===== config.mk =====
export PLATFORM = sky130hd
export DESIGN_NAME = audio_rate_format_converter
export DESIGN_NICKNAME = d
export VERILOG_FILES = /design/src/rtl/arfc_pkg.sv /design/src/rtl/arfc_cfg.sv /design/src/rtl/arfc_ctrl.sv /design/src/rtl/arfc_datapath.sv /design/src/rtl/audio_rate_format_converter.sv
export SDC_FILE = /design/constraint.sdc
export NUM_CORES = 2
export LEC_CHECK = 0
export BUFFER_PORTS_ARGS = -buffer_cell sky130_fd_sc_hd__buf_2
export CAP_MARGIN = 0
export CORE_MARGIN = 3
export CORE_UTILIZATION = 50
export CTS_CLUSTER_SIZE = 12
export DETAILED_ROUTE_END_ITERATION = 10
export GPL_TIMING_DRIVEN = 0
export PLACE_DENSITY = 0.66
export SYNTH_ARGS = -nofsm -noshare
export SYNTH_HDL_FRONTEND = slang
export SYNTH_SLANG_ARGS = --single-unit

===== constraint.sdc =====
create_clock -name clk -period 11.9 [get_ports clk]
set_input_delay 0.595 -clock clk [delete_from_list [all_inputs] [get_ports clk]]
set_output_delay 0.595 -clock clk [all_outputs]
set_load 0.005 [all_outputs]

===== src/rtl/arfc_pkg.sv =====
// Shared types and constants for the audio rate and format converter.
package arfc_pkg;

    // Fixed field widths
    localparam int PHASE_W  = 18;
    localparam int TACC_W   = PHASE_W + 1;
    localparam int RATE_W   = 18;
    localparam int VOL_W    = 9;
    localparam int SAMPLE_W = 16;
    localparam int FRAME_W  = 32;
    localparam int CFG_IDX_W = 2;

    // At most this many output frames per source frame.
    localparam int MAX_RUN   = 64;
    localparam int RUN_CNT_W = $clog2(MAX_RUN);

    // Configuration register indexes
    typedef enum logic [CFG_IDX_W-1:0] {
        CFG_SOURCE_RATE    = 2'd0,
        CFG_SOURCE_STEREO  = 2'd1,
        CFG_SOURCE_16BIT   = 2'd2,
        CFG_GAIN_PCT       = 2'd3
    } cfg_idx_t;

    // Controller states
    typedef enum logic [1:0] {
        ST_IDLE,
        ST_MUL,
        ST_DIV,
        ST_RUN
    } state_t;

    // Current configuration as seen by the datapath
    typedef struct packed {
        logic [RATE_W-1:0] source_rate;
        logic              source_stereo;
        logic              source_sixteen_bit;
        logic [VOL_W-1:0]  gain_pct;
    } cfg_t;

    // Commands from the controller to the datapath
    typedef struct packed {
        logic load;
        logic mul;
        logic div;
        logic emit;
        logic skip;
    } dp_cmd_t;

    // Status from the datapath to the controller
    typedef struct packed {
        logic t_ge_rate;
        logic last;
        logic out_busy;
    } dp_status_t;

endpackage


===== src/rtl/arfc_cfg.sv =====
// Configuration register file for the audio rate and format converter.
module arfc_cfg
    import arfc_pkg::*;
(
    input  logic                 clk,
    input  logic                 rst_n,
    input  logic                 cfg_valid,
    output logic                 cfg_ready,
    input  logic [CFG_IDX_W-1:0] cfg_index,
    input  logic [RATE_W-1:0]    cfg_data,
    output cfg_t                 cfg
);

    cfg_t cfg_reg;
    cfg_t cfg_next;

    // Writes are always taken.
    assign cfg_ready = 1'b1;
    assign cfg     = cfg_reg;

    // Decode the register index of a write transaction.
    always_comb
    begin
        cfg_next = cfg_reg;
        if (cfg_valid)
        begin
            case (cfg_idx_t'(cfg_index))
                CFG_SOURCE_RATE:    cfg_next.source_rate        = cfg_data;
                CFG_SOURCE_STEREO:  cfg_next.source_stereo      = cfg_data[0];
                CFG_SOURCE_16BIT:   cfg_next.source_sixteen_bit = cfg_data[0];
                CFG_GAIN_PCT:       cfg_next.gain_pct           = cfg_data[VOL_W-1:0];
                default:            cfg_next = cfg_reg;
            endcase
        end
    end

    always_ff @(posedge clk or negedge rst_n)
    begin
        if (!rst_n)
        begin
            cfg_reg.source_rate        <= RATE_W'(48000);
            cfg_reg.source_stereo      <= 1'b1;
            cfg_reg.source_sixteen_bit <= 1'b1;
            cfg_reg.gain_pct           <= VOL_W'(100);
        end
        else
        begin
            cfg_reg <= cfg_next;
        end
    end

endmodule


===== src/rtl/arfc_ctrl.sv =====
// Controller state machine that sequences scaling and the output run.
module arfc_ctrl
    import arfc_pkg::*;
(
    input  logic       clk,
    input  logic       rst_n,
    input  logic       in_valid,
    output logic       in_ready,
    input  dp_status_t status,
    output dp_cmd_t    cmd
);

    state_t state_reg;
    state_t state_next;

    // Next state
    always_comb
    begin
        state_next = state_reg;
        case (state_reg)
            ST_IDLE:
            begin
                if (in_valid)
                begin
                    state_next = ST_MUL;
                end
            end
            ST_MUL:  state_next = ST_DIV;
            ST_DIV:  state_next = ST_RUN;
            ST_RUN:
            begin
                if (status.t_ge_rate)
                begin
                    state_next = ST_IDLE;
                end
                else if (!status.out_busy && status.last)
                begin
                    state_next = ST_IDLE;
                end
            end
            default: state_next = ST_IDLE;
        endcase
    end

    // Outputs
    always_comb
    begin
        in_ready = 1'b0;
        cmd      = '0;
        case (state_reg)
            ST_IDLE:
            begin
                in_ready = 1'b1;
                cmd.load = in_valid;
            end
            ST_MUL:  cmd.mul = 1'b1;
            ST_DIV:  cmd.div = 1'b1;
            ST_RUN:
            begin
                if (status.t_ge_rate)
                begin
                    cmd.skip = 1'b1;
                end
                else
                begin
                    cmd.emit = !status.out_busy;
                end
            end
            default:
            begin
                in_ready = 1'b0;
                cmd      = '0;
            end
        endcase
    end

    always_ff @(posedge clk or negedge rst_n)
    begin
        if (!rst_n)
        begin
            state_reg <= ST_IDLE;
        end
        else
        begin
            state_reg <= state_next;
        end
    end

    // An accepted frame always starts the scaling sequence.
    assert property (@(posedge clk) disable iff (!rst_n)
        (in_valid && in_ready) |=> (state_reg == ST_MUL))
        else $error("accepted frame did not start scaling");

    // A run never ends while a result is still stalled in front of it.
    assert property (@(posedge clk) disable iff (!rst_n)
        (state_reg == ST_RUN && !status.t_ge_rate && status.out_busy)
        |=> (state_reg == ST_RUN))
        else $error("run left while output stalled");

    // The output run is only entered from the divide step.
    assert property (@(posedge clk) disable iff (!rst_n)
        (state_reg == ST_RUN && $past(state_reg) != ST_RUN) |-> ($past(state_reg) == ST_DIV))
        else $error("run entered without scaling");

endmodule


===== src/rtl/arfc_datapath.sv =====
// Datapath: sample decode, volume scaling, phase accumulator and output register.
module arfc_datapath
    import arfc_pkg::*;
#(
    parameter int OUTPUT_RATE = 48000
)
(
    input  logic                       clk,
    input  logic                       rst_n,
    input  cfg_t                       cfg,
    input  dp_cmd_t                    cmd,
    output dp_status_t                 status,
    input  logic [FRAME_W-1:0]         frame_bytes,
    input  logic                       first_frame,
    output logic                       out_valid,
    input  logic                       out_ready,
    output logic signed [SAMPLE_W-1:0] left_sample,
    output logic signed [SAMPLE_W-1:0] right_sample,
    output logic                       last_of_run
);

    localparam int PROD_W = SAMPLE_W + VOL_W + 1;
    localparam int MAG_W  = 24;
    localparam int RECIP_SHIFT = 31;
    // ceil(2^31 / 100); exact floor division for magnitudes below 2^24
    localparam logic [24:0] RECIP = 25'd21474837;
    localparam logic [TACC_W-1:0] RATE_T = TACC_W'(OUTPUT_RATE);

    // Divide a scaled product by 100 toward zero and saturate to 16 bits.
    function automatic logic signed [SAMPLE_W-1:0] div_sat(input logic signed [PROD_W-1:0] p);
        logic              neg;
        logic [PROD_W-1:0] mag;
        logic [48:0]       prod;
        logic [17:0]       q;
        neg  = p[PROD_W-1];
        mag  = neg ? PROD_W'(-p) : PROD_W'(p);
        prod = mag[MAG_W-1:0] * RECIP;
        q    = prod[RECIP_SHIFT+17:RECIP_SHIFT];
        if (neg)
        begin
            div_sat = (q >= 18'd32768) ? 16'sh8000 : SAMPLE_W'(18'd0 - q);
        end
        else
        begin
            div_sat = (q > 18'd32767) ? 16'sh7fff : q[SAMPLE_W-1:0];
        end
    endfunction

    logic signed [SAMPLE_W-1:0] smp_l_reg, smp_r_reg;
    logic signed [PROD_W-1:0]   prod_l_reg, prod_r_reg;
    logic signed [SAMPLE_W-1:0] scl_l_reg, scl_r_reg;
    logic [TACC_W-1:0]          t_reg;
    logic [RUN_CNT_W-1:0]       n_reg;
    logic [PHASE_W-1:0]         phase_reg;
    logic                       out_valid_reg;
    logic signed [SAMPLE_W-1:0] left_reg, right_reg;
    logic                       last_reg;

    logic signed [SAMPLE_W-1:0] dec_l, dec_r;
    logic [TACC_W-1:0]          t_sum;
    logic                       sum_ge_rate;
    logic                       last_now;
    logic                       out_valid_next;

    // Decode one source frame into left and right 16-bit samples.
    always_comb
    begin
        if (cfg.source_sixteen_bit)
        begin
            dec_l = frame_bytes[15:0];
            dec_r = cfg.source_stereo ? frame_bytes[31:16] : frame_bytes[15:0];
        end
        else
        begin
            dec_l = {~frame_bytes[7], frame_bytes[6:0], 8'h00};
            dec_r = cfg.source_stereo ? {~frame_bytes[15], frame_bytes[14:8], 8'h00}
                                      : {~frame_bytes[7], frame_bytes[6:0], 8'h00};
        end
    end

    // Phase step and end-of-run detection.
    assign t_sum       = t_reg + TACC_W'(cfg.source_rate);
    assign sum_ge_rate = (t_sum >= RATE_T);
    assign last_now    = sum_ge_rate || (n_reg == RUN_CNT_W'(MAX_RUN - 1));

    assign status.t_ge_rate = (t_reg >= RATE_T);
    assign status.last      = last_now;
    assign status.out_busy  = out_valid_reg && !out_ready;

    // Output register holds a result until the receiver takes it.
    always_comb
    begin
        if (cmd.emit)
        begin
            out_valid_next = 1'b1;
        end
        else if (out_ready)
        begin
            out_valid_next = 1'b0;
        end
        else
        begin
            out_valid_next = out_valid_reg;
        end
    end

    // Sample and scaling pipeline registers
    always_ff @(posedge clk)
    begin
        if (cmd.load)
        begin
            smp_l_reg <= dec_l;
            smp_r_reg <= dec_r;
        end
        if (cmd.mul)
        begin
            prod_l_reg <= smp_l_reg * $signed({1'b0, cfg.gain_pct});
            prod_r_reg <= smp_r_reg * $signed({1'b0, cfg.gain_pct});
        end
        if (cmd.div)
        begin
            scl_l_reg <= div_sat(prod_l_reg);
            scl_r_reg <= div_sat(prod_r_reg);
        end
        if (cmd.emit)
        begin
            left_reg  <= scl_l_reg;
            right_reg <= scl_r_reg;
            last_reg  <= last_now;
        end
    end

    // Phase accumulator, run counter and output valid
    always_ff @(posedge clk or negedge rst_n)
    begin
        if (!rst_n)
        begin
            phase_reg     <= '0;
            t_reg         <= '0;
            n_reg         <= '0;
            out_valid_reg <= 1'b0;
        end
        else
        begin
            out_valid_reg <= out_valid_next;
            if (cmd.load)
            begin
                t_reg <= first_frame ? '0 : TACC_W'(phase_reg);
                n_reg <= '0;
            end
            else if (cmd.skip)
            begin
                phase_reg <= PHASE_W'(t_reg - RATE_T);
            end
            else if (cmd.emit)
            begin
                t_reg <= t_sum;
                n_reg <= n_reg + RUN_CNT_W'(1);
                if (last_now)
                begin
                    phase_reg <= sum_ge_rate ? PHASE_W'(t_sum - RATE_T) : '0;
                end
            end
        end
    end

    assign out_valid    = out_valid_reg;
    assign left_sample  = left_reg;
    assign right_sample = right_reg;
    assign last_of_run  = last_reg;

    // A new result never overwrites one the receiver has not taken.
    assert property (@(posedge clk) disable iff (!rst_n)
        cmd.emit |-> !(out_valid_reg && !out_ready))
        else $error("result overwritten while stalled");

    // Results are only produced while the phase is below the output rate.
    assert property (@(posedge clk) disable iff (!rst_n)
        cmd.emit |-> (t_reg < RATE_T))
        else $error("emit with phase at or above output rate");

    // Within a run each result advances the counter by one.
    assert property (@(posedge clk) disable iff (!rst_n)
        (cmd.emit && !last_now) |=> (n_reg == $past(n_reg) + RUN_CNT_W'(1)))
        else $error("run counter did not advance");

endmodule


===== src/rtl/audio_rate_format_converter.sv =====
// Audio rate and format converter: one source frame in, zero to 64 stereo frames out.
//
// Input channel (in_valid/in_ready): one source frame in frame_bytes, 8-bit unsigned
// or 16-bit signed, mono or stereo, little-endian, left sample first. first_frame
// clears the phase before the frame is used.
// Output channel (out_valid/out_ready): stereo 16-bit frames at OUTPUT_RATE, chosen
// by floor index mapping, with last_of_run on the final frame caused by a source frame.
// Configuration channel (cfg_valid/cfg_ready, always ready): cfg_index selects source
// rate, stereo, 16-bit and volume percent; write only while the block is idle.
// Timing: a frame is decoded on acceptance, then passes through the volume multiply
// state and the divide-by-100 state with saturation. The run then gives one output
// frame per cycle while the receiver does not stall, and a skipped frame gives none;
// the next frame is accepted in the cycle after its last output is loaded.
// The first output is loaded into the output register in the first step of the run.
// A stalled receiver holds the output register; the run pauses until it drains.
// Reset clears the phase and output valid and loads the default configuration:
// 48000 Hz, stereo, 16-bit, 100 percent volume.
module audio_rate_format_converter
    import arfc_pkg::*;
#(
    parameter int OUTPUT_RATE = 48000
)
(
    input  logic                       clk,
    input  logic                       rst_n,
    input  logic                       cfg_valid,
    output logic                       cfg_ready,
    input  logic [CFG_IDX_W-1:0]       cfg_index,
    input  logic [RATE_W-1:0]          cfg_data,
    input  logic                       in_valid,
    output logic                       in_ready,
    input  logic [FRAME_W-1:0]         frame_bytes,
    input  logic                       first_frame,
    output logic                       out_valid,
    input  logic                       out_ready,
    output logic signed [SAMPLE_W-1:0] left_sample,
    output logic signed [SAMPLE_W-1:0] right_sample,
    output logic                       last_of_run
);

    cfg_t       cfg;
    dp_cmd_t    cmd;
    dp_status_t status;

    // Configuration registers
    arfc_cfg u_cfg (
        .clk       (clk),
        .rst_n     (rst_n),
        .cfg_valid (cfg_valid),
        .cfg_ready (cfg_ready),
        .cfg_index (cfg_index),
        .cfg_data  (cfg_data),
        .cfg       (cfg)
    );

    // Sequencer
    arfc_ctrl u_ctrl (
        .clk      (clk),
        .rst_n    (rst_n),
        .in_valid (in_valid),
        .in_ready (in_ready),
        .status   (status),
        .cmd      (cmd)
    );

    // Datapath
    arfc_datapath #(
        .OUTPUT_RATE (OUTPUT_RATE)
    ) u_datapath (
        .clk          (clk),
        .rst_n        (rst_n),
        .cfg          (cfg),
        .cmd          (cmd),
        .status       (status),
        .frame_bytes  (frame_bytes),
        .first_frame  (first_frame),
        .out_valid    (out_valid),
        .out_ready    (out_ready),
        .left_sample  (left_sample),
        .right_sample (right_sample),
        .last_of_run  (last_of_run)
    );

endmodule

# Yosys cells after proc, flatten, opt, wreduce, memory -nomap -nowiden
# Cells that the tools add are included.
# word_totals
ff_bits	224
latch_bits	0
ramBits	0
mem_bits_ro	0
inputBits	58
out_inout_bits	36
wordCells	104
n_memories	0
# classes
addsub	8
mul	4
n_div	0
n_lt_le_gt_ge	6
eq_ne	10
shifts	0
mux	36
bitwise_logic	3
n_reduce_logical	18
# ops
op	count
$mux 16	10
$mul 24x25->49 const B	2
$mux 18	5
$mux 19	3
$mul 16x10->26	2
$mux 24	2
$neg 24->24	2
$ge 19x16->1 const B	2
$ge 18x16->1 const B	2
$gt 18x15->1 const B	2
$sub 18x16->18 const B	2
$sub 1x16->16 const A	2
$add 19x18->19	1
$mux 6	3
$reduce_and 2->1	6
$eq 2x2->1 const B	4
$mux 1	8
$mux 2	4
$pmux 2 s4	1
$reduce_bool 2->1	4
$add 6x1->6 const B	1
$eq 6x6->1 const B	1
$eq 2x1->1 const B	2
$logic_not 2->1	2
other kinds (8)	12

# Longest topological paths before layout
# logic_depth
word_depth	8
mapped_depth	37
mapped_depth_nobuf	37

# By module
# A second synthesis with hierarchy kept.
# unflattened
hier_cells	4184
area_unflattened_um2	41690.0
# modules_own_cells
mod	n_inst	cells_each	area_per_inst_um2
arfc_datapath	1	4100	40306.2
arfc_cfg	1	66	1184.9
arfc_ctrl	1	18	198.9

# Worst setup path after synthesis
# No wires, ideal clock.
# synth_path
path_kind	register to register
start	register u_datapath.prod_l_reg[0]
end	register u_datapath.scl_l_reg[12], data pin
arrival_ns	8.997
required_time_ns	11.625
slack_ns	2.628
stages_incl_launch_ff	31
n_path_buf	1
period_less_slack_ns	9.272
cell_sequence	edfxtp_1 or3_1 or4_1 or2_2 nand2b_1 o41ai_1 xor2_1 inv_1 fa_1 ha_1 fa_1 fa_1 fa_1 fa_1 inv_1 fa_1 inv_1 ha_1 or2_2 a21oi_1 o21ai_0 a221o_1 o21bai_1 a21oi_1 o21ai_0 o2111ai_1 a21oi_1 mux2i_1 buf_2 o21bai_1 a22oi_1
# synth_between
elab_chain_len	6
elab_cells_between_ends	9
# synth_rtl
element	line_no	rtl
start, declared	arfc_datapath.sv:50	logic signed [PROD_W-1:0] prod_l_reg, prod_r_reg;
start signal, assigned	arfc_datapath.sv:117	prod_l_reg <= smp_l_reg * $signed({1'b0, cfg.gain_pct});
$neg 24->24	arfc_datapath.sv:36	mag = neg ? PROD_W'(-p) : PROD_W'(p);
$mux 24 *	arfc_datapath.sv:36	
$mul 24x25->49 *	arfc_datapath.sv:37	prod = mag[MAG_W-1:0] * RECIP;
$sub 1x16->16, or another cell as far along	arfc_datapath.sv:41	div_sat = (q >= 18'd32768) ? 16'sh8000 : SAMPLE_W'(18'd0 - q);
$mux 16, on equally long branches	arfc_datapath.sv:41, arfc_datapath.sv:45	
$mux 16 *	arfc_datapath.sv:39	if (neg)
end signal, assigned	arfc_datapath.sv:122	scl_l_reg <= div_sat(prod_l_reg);
end, declared	arfc_datapath.sv:51	logic signed [SAMPLE_W-1:0] scl_l_reg, scl_r_reg;
# Mark *: on every way between the ends. The rest lies on a longest branch, timed or not.
# A chain may end at the register's enable or synchronous reset.

# Final worst setup path
# layout_path
start	register u_datapath.prod_l_reg[0]
end	register u_datapath.scl_l_reg[8], data pin
# The elaborated chain is that of the path after synthesis.

==> metrics.txt <==
# TYPE chip_impl_metric gauge
chip_impl_metric{name="nNetsFinal",unit=""} 5573
chip_impl_metric{name="post_synth_inst_count",unit=""} 4090
chip_impl_metric{name="route.detailed.vias_per_inst",unit=""} 5.34
chip_impl_metric{name="path_max_fanout",unit=""} 10
chip_impl_metric{name="dp_hpwl",unit="um"} 81300
chip_impl_metric{name="clock_path_buffers",unit=""} 3
chip_impl_info{name="most_frequent_standard_cell_in_the_layout_excluding_fill_and_tap_cells",value="sky130_fd_sc_hd__inv_1"} 1
chip_impl_metric{name="filler_cell_count_in_the_final_layout",unit=""} 7176
chip_impl_metric{name="max_clock_freq",unit="GHz"} 0.0907
chip_impl_metric{name="finalMaxSlewViolations",unit=""} 0
chip_impl_metric{name="synth-edff-count",unit=""} 147
chip_impl_metric{name="grt_overflow",unit=""} 0
chip_impl_metric{name="synth_sequential_area_ratio",unit="%"} 15.4
chip_impl_metric{name="routed-via-count",unit=""} 28308
chip_impl_metric{name="grt_pass1_vias",unit=""} 29850
chip_impl_info{name="timing.setup.critical_path_class",value="flip-flop to flip-flop"} 1
chip_impl_metric{name="final_antenna_net_count",unit=""} 0
chip_impl_metric{name="worst-slew-pin-transition",unit="ns"} 1.41
chip_impl_metric{name="setup_viol_count_final",unit=""} 0
chip_impl_metric{name="die_w",unit="um"} 293
chip_impl_metric{name="mappedNetlistNets",unit=""} 5441
chip_impl_metric{name="synth-warning-count",unit=""} 0
chip_impl_metric{name="drt_pre_antenna_iters",unit=""} 7
chip_impl_metric{name="grt_use_total",unit="%"} 23.2
chip_impl_metric{name="initial_utilization",unit="%"} 50.7
chip_impl_metric{name="worst_skew",unit="ns"} 0.0821
chip_impl_info{name="synth_largest_area_cell",value="sky130_fd_sc_hd__fa_1"} 1
chip_impl_metric{name="yosys_register_bits",unit=""} 222
chip_impl_metric{name="finalCritPeriodShare",unit="%"} 92.6
chip_impl_metric{name="timing.critical_path.slowest_cell_delay",unit="ns"} 0.67
chip_impl_metric{name="initialDrtViolationCount",unit=""} 1577
chip_impl_metric{name="area_growth_synth_to_finish",unit="%"} 7.07
chip_impl_info{name="setup.worst_path.start_class",value="flip-flop"} 1
chip_impl_metric{name="clock_latency",unit="ns"} 0.62
chip_impl_metric{name="numClockSinks",unit=""} 222
chip_impl_info{name="worst_path_max_delay_cell",value="sky130_fd_sc_hd__xor2_1"} 1
chip_impl_info{name="layout_common_cells",value="960 x sky130_fd_sc_hd__inv_1, 646 x sky130_fd_sc_hd__fa_1, 645 x sky130_fd_sc_hd__ha_1"} 1
chip_impl_metric{name="synth_top_area_share",unit="%"} 31.5
chip_impl_metric{name="ports_placed_on_the_boundary",unit=""} 94
chip_impl_metric{name="cp_data_required_time",unit="ns"} 12.27
chip_impl_metric{name="mappedNetlistArea",unit="mm2"} 0.0411
chip_impl_metric{name="ctsHtreeMaxLevel",unit=""} 1
chip_impl_metric{name="cts_inserted_buffers",unit=""} 28
chip_impl_metric{name="final_critical_path_setup_slack",unit="ns"} 0.880
chip_impl_metric{name="maximum_number_of_pins_on_one_net_before_global_route_repair",unit=""} 48
chip_impl_metric{name="coreArea",unit="mm2"} 0.0809
chip_impl_metric{name="worst_ep_arrival_time",unit="ns"} 11.39
chip_impl_metric{name="antenna-diode-count",unit=""} 0
chip_impl_metric{name="postSynthAreaPerCell",unit="um2"} 10.0
chip_impl_metric{name="finalWeightedCongestion",unit=""} 0.925
chip_impl_metric{name="max_cap_violations",unit=""} 0
chip_impl_info{name="rsz_0062_raised_after_global_routing",value="no"} 1
chip_impl_metric{name="route.detailed.drc",unit=""} 0
chip_impl_metric{name="grt_first_pass_wirelength",unit="um"} 158000
chip_impl_metric{name="layout-drive-gt1-share",unit="%"} 6.56
chip_impl_metric{name="number_of_buffer_cells_added_on_primary_ports",unit=""} 92
chip_impl_metric{name="hold_viol",unit=""} 0
chip_impl_info{name="yosys-top-cells-area",value="sky130_fd_sc_hd__fa_1 31%, sky130_fd_sc_hd__ha_1 20%, sky130_fd_sc_hd__edfxtp_1 11%"} 1
chip_impl_metric{name="detail_route.wirelength",unit="um"} 95700
chip_impl_metric{name="synth.distinct_cells",unit=""} 102
chip_impl_metric{name="final_period_minus_worst_setup_slack",unit="ns"} 11.02
chip_impl_info{name="holdCritPathClass",value="primary input to flip-flop"} 1
chip_impl_metric{name="number_of_flip_flops_under_the_largest_register_name",unit=""} 29
chip_impl_metric{name="synthArstFlopShare",unit="%"} 33.8
chip_impl_metric{name="placementRows",unit=""} 104
chip_impl_metric{name="wl_per_cell",unit="um"} 18.0
chip_impl_info{name="cts.root.buffer_cell",value="sky130_fd_sc_hd__clkbuf_16"} 1
chip_impl_metric{name="chip_height",unit="um"} 293
chip_impl_metric{name="preCtsSetupSlack",unit="ns"} 0.638
chip_impl_info{name="ys_dominant_reg_cell",value="sky130_fd_sc_hd__edfxtp_1"} 1
chip_impl_info{name="tritoncts",value="built"} 1
chip_impl_metric{name="slew_headroom",unit="%"} 4.88
chip_impl_metric{name="grt_antenna_before_repair",unit=""} 0
chip_impl_info{name="outcome",value="complete, no violations"} 1
chip_impl_metric{name="die_area",unit="mm2"} 0.0856
chip_impl_metric{name="cts.reportedPaths.clkPinSlew",unit="ns"} 0.06
chip_impl_metric{name="tns",unit="ns"} 0
chip_impl_info{name="setup.worst_path.end_class",value="flip-flop"} 1
==> cells in the mapped netlist, types with 18 or more instances <==
cell type	count
sky130_fd_sc_hd__inv_1	960
sky130_fd_sc_hd__ha_1	647
sky130_fd_sc_hd__fa_1	646
sky130_fd_sc_hd__nand2_1	220
sky130_fd_sc_hd__and2_1	216
sky130_fd_sc_hd__a21oi_1	162
sky130_fd_sc_hd__edfxtp_1	147
sky130_fd_sc_hd__nor2_1	113
sky130_fd_sc_hd__xnor2_1	111
sky130_fd_sc_hd__o21ai_0	85
sky130_fd_sc_hd__dfrtp_1	63
sky130_fd_sc_hd__xor2_1	62
sky130_fd_sc_hd__a21o_1	54
sky130_fd_sc_hd__mux2_2	54
sky130_fd_sc_hd__clkbuf_1	51
sky130_fd_sc_hd__nand3_1	42
sky130_fd_sc_hd__nor3_1	33
sky130_fd_sc_hd__nor2b_1	28
sky130_fd_sc_hd__mux2i_1	26
sky130_fd_sc_hd__nand2b_1	23
sky130_fd_sc_hd__a31oi_1	21
sky130_fd_sc_hd__o22ai_1	20
sky130_fd_sc_hd__o31ai_1	20
sky130_fd_sc_hd__o21a_1	19
sky130_fd_sc_hd__or2_2	18
==> logic make-up after synthesis <==
kind of cell / Yosys count / synth area share (%)
flops: 222 / 15.4
fa+ha+maj: 1293 / 51.2
mux: 80 / 2.11
simple gates: 789 / 10.1
xor+xnor: 173 / 3.69
buf+inv: 1031 / 9.56
other cells: 1 / 0.00913
compound gates: 501 / 8.00
==> layout make-up <==
type,count,area (um2),share of cell area (%)
Sequential cell,222,6310,14.3
Buffer,69,317,0.720
Clock buffer,30,708,1.61
Inverter,962,3610,8.21
Timing Repair Buffer,102,603,1.37
Multi-Input combinational cell,2837,30900,70.2
Clock inverter,19,240,0.546
Tap cell,1060,1330,3.02
==> worst paths after layout <==
check                                              startpoint                                    end  slack (ns)  depth (start not counted)
max                        u_datapath.prod_l_reg[0]$_DFFE_PN_      u_datapath.scl_l_reg[8]$_DFFE_PP_        0.88                         33
min                                              cfg_data[17]              u_cfg.cfg[28]$_DFFE_PN0P_        0.20                          2
max reg2reg                u_datapath.prod_l_reg[0]$_DFFE_PN_      u_datapath.scl_l_reg[8]$_DFFE_PP_        0.88                         33
min reg2reg                u_datapath.scl_r_reg[10]$_DFFE_PP_  u_datapath.right_sample[10]$_DFFE_PP_        0.42                          0
max in group asynchronous                               rst_n               u_cfg.cfg[9]$_DFFE_PN1P_       10.79                          3
min in group asynchronous                               rst_n       u_datapath.t_reg[17]$_DFFE_PN0P_        0.46                          2
==> worst max-delay path: cells and delay by family, from the launching register on <==
kind / cells / cell delay, ns
and+or+nand+nor: 7 / 1.47
muxes: 1 / 0.61
buffers and inverters: 6 / 1.03
xor gates and xnor gates: 1 / 0.67
AOI/OAI and AO/OA: 9 / 2.61
DFF: 1 / 0.59
adders and majority gates: 9 / 3.82
==> what timing repair did <==
item	in CTS	in global routing
endpoints found under the setup margin	0	3
buffers inserted	0	0
hold buffers	1	0
hold endpoints to repair	22	0
resized for setup	0	1
==> layer usage <==
layer	vias up	track usage [%]	wire length, um
met5	-	0	0
met4	0	4.60	1960
met3	127	3.47	5830
met2	735	38.1	44200
met1	14061	32.8	43700
li1	13385	-	-
==> per-stage QoR <==
stage	util, %	area [um2]	instances	hold WS [ns]
global placement	52.9	42800	5242	0.405
CTS	54.3	44000	5301	0.164
floorplan	-	41100	4090	0.299
global route	54.3	44000	5301	0.195
finish	54.3	44000	5301	0.205
detailed placement	53.1	43000	5251	0.405
Power is not shown: default switching activity piles up to over one toggle a cycle in this logic, so the estimate is an artifact.
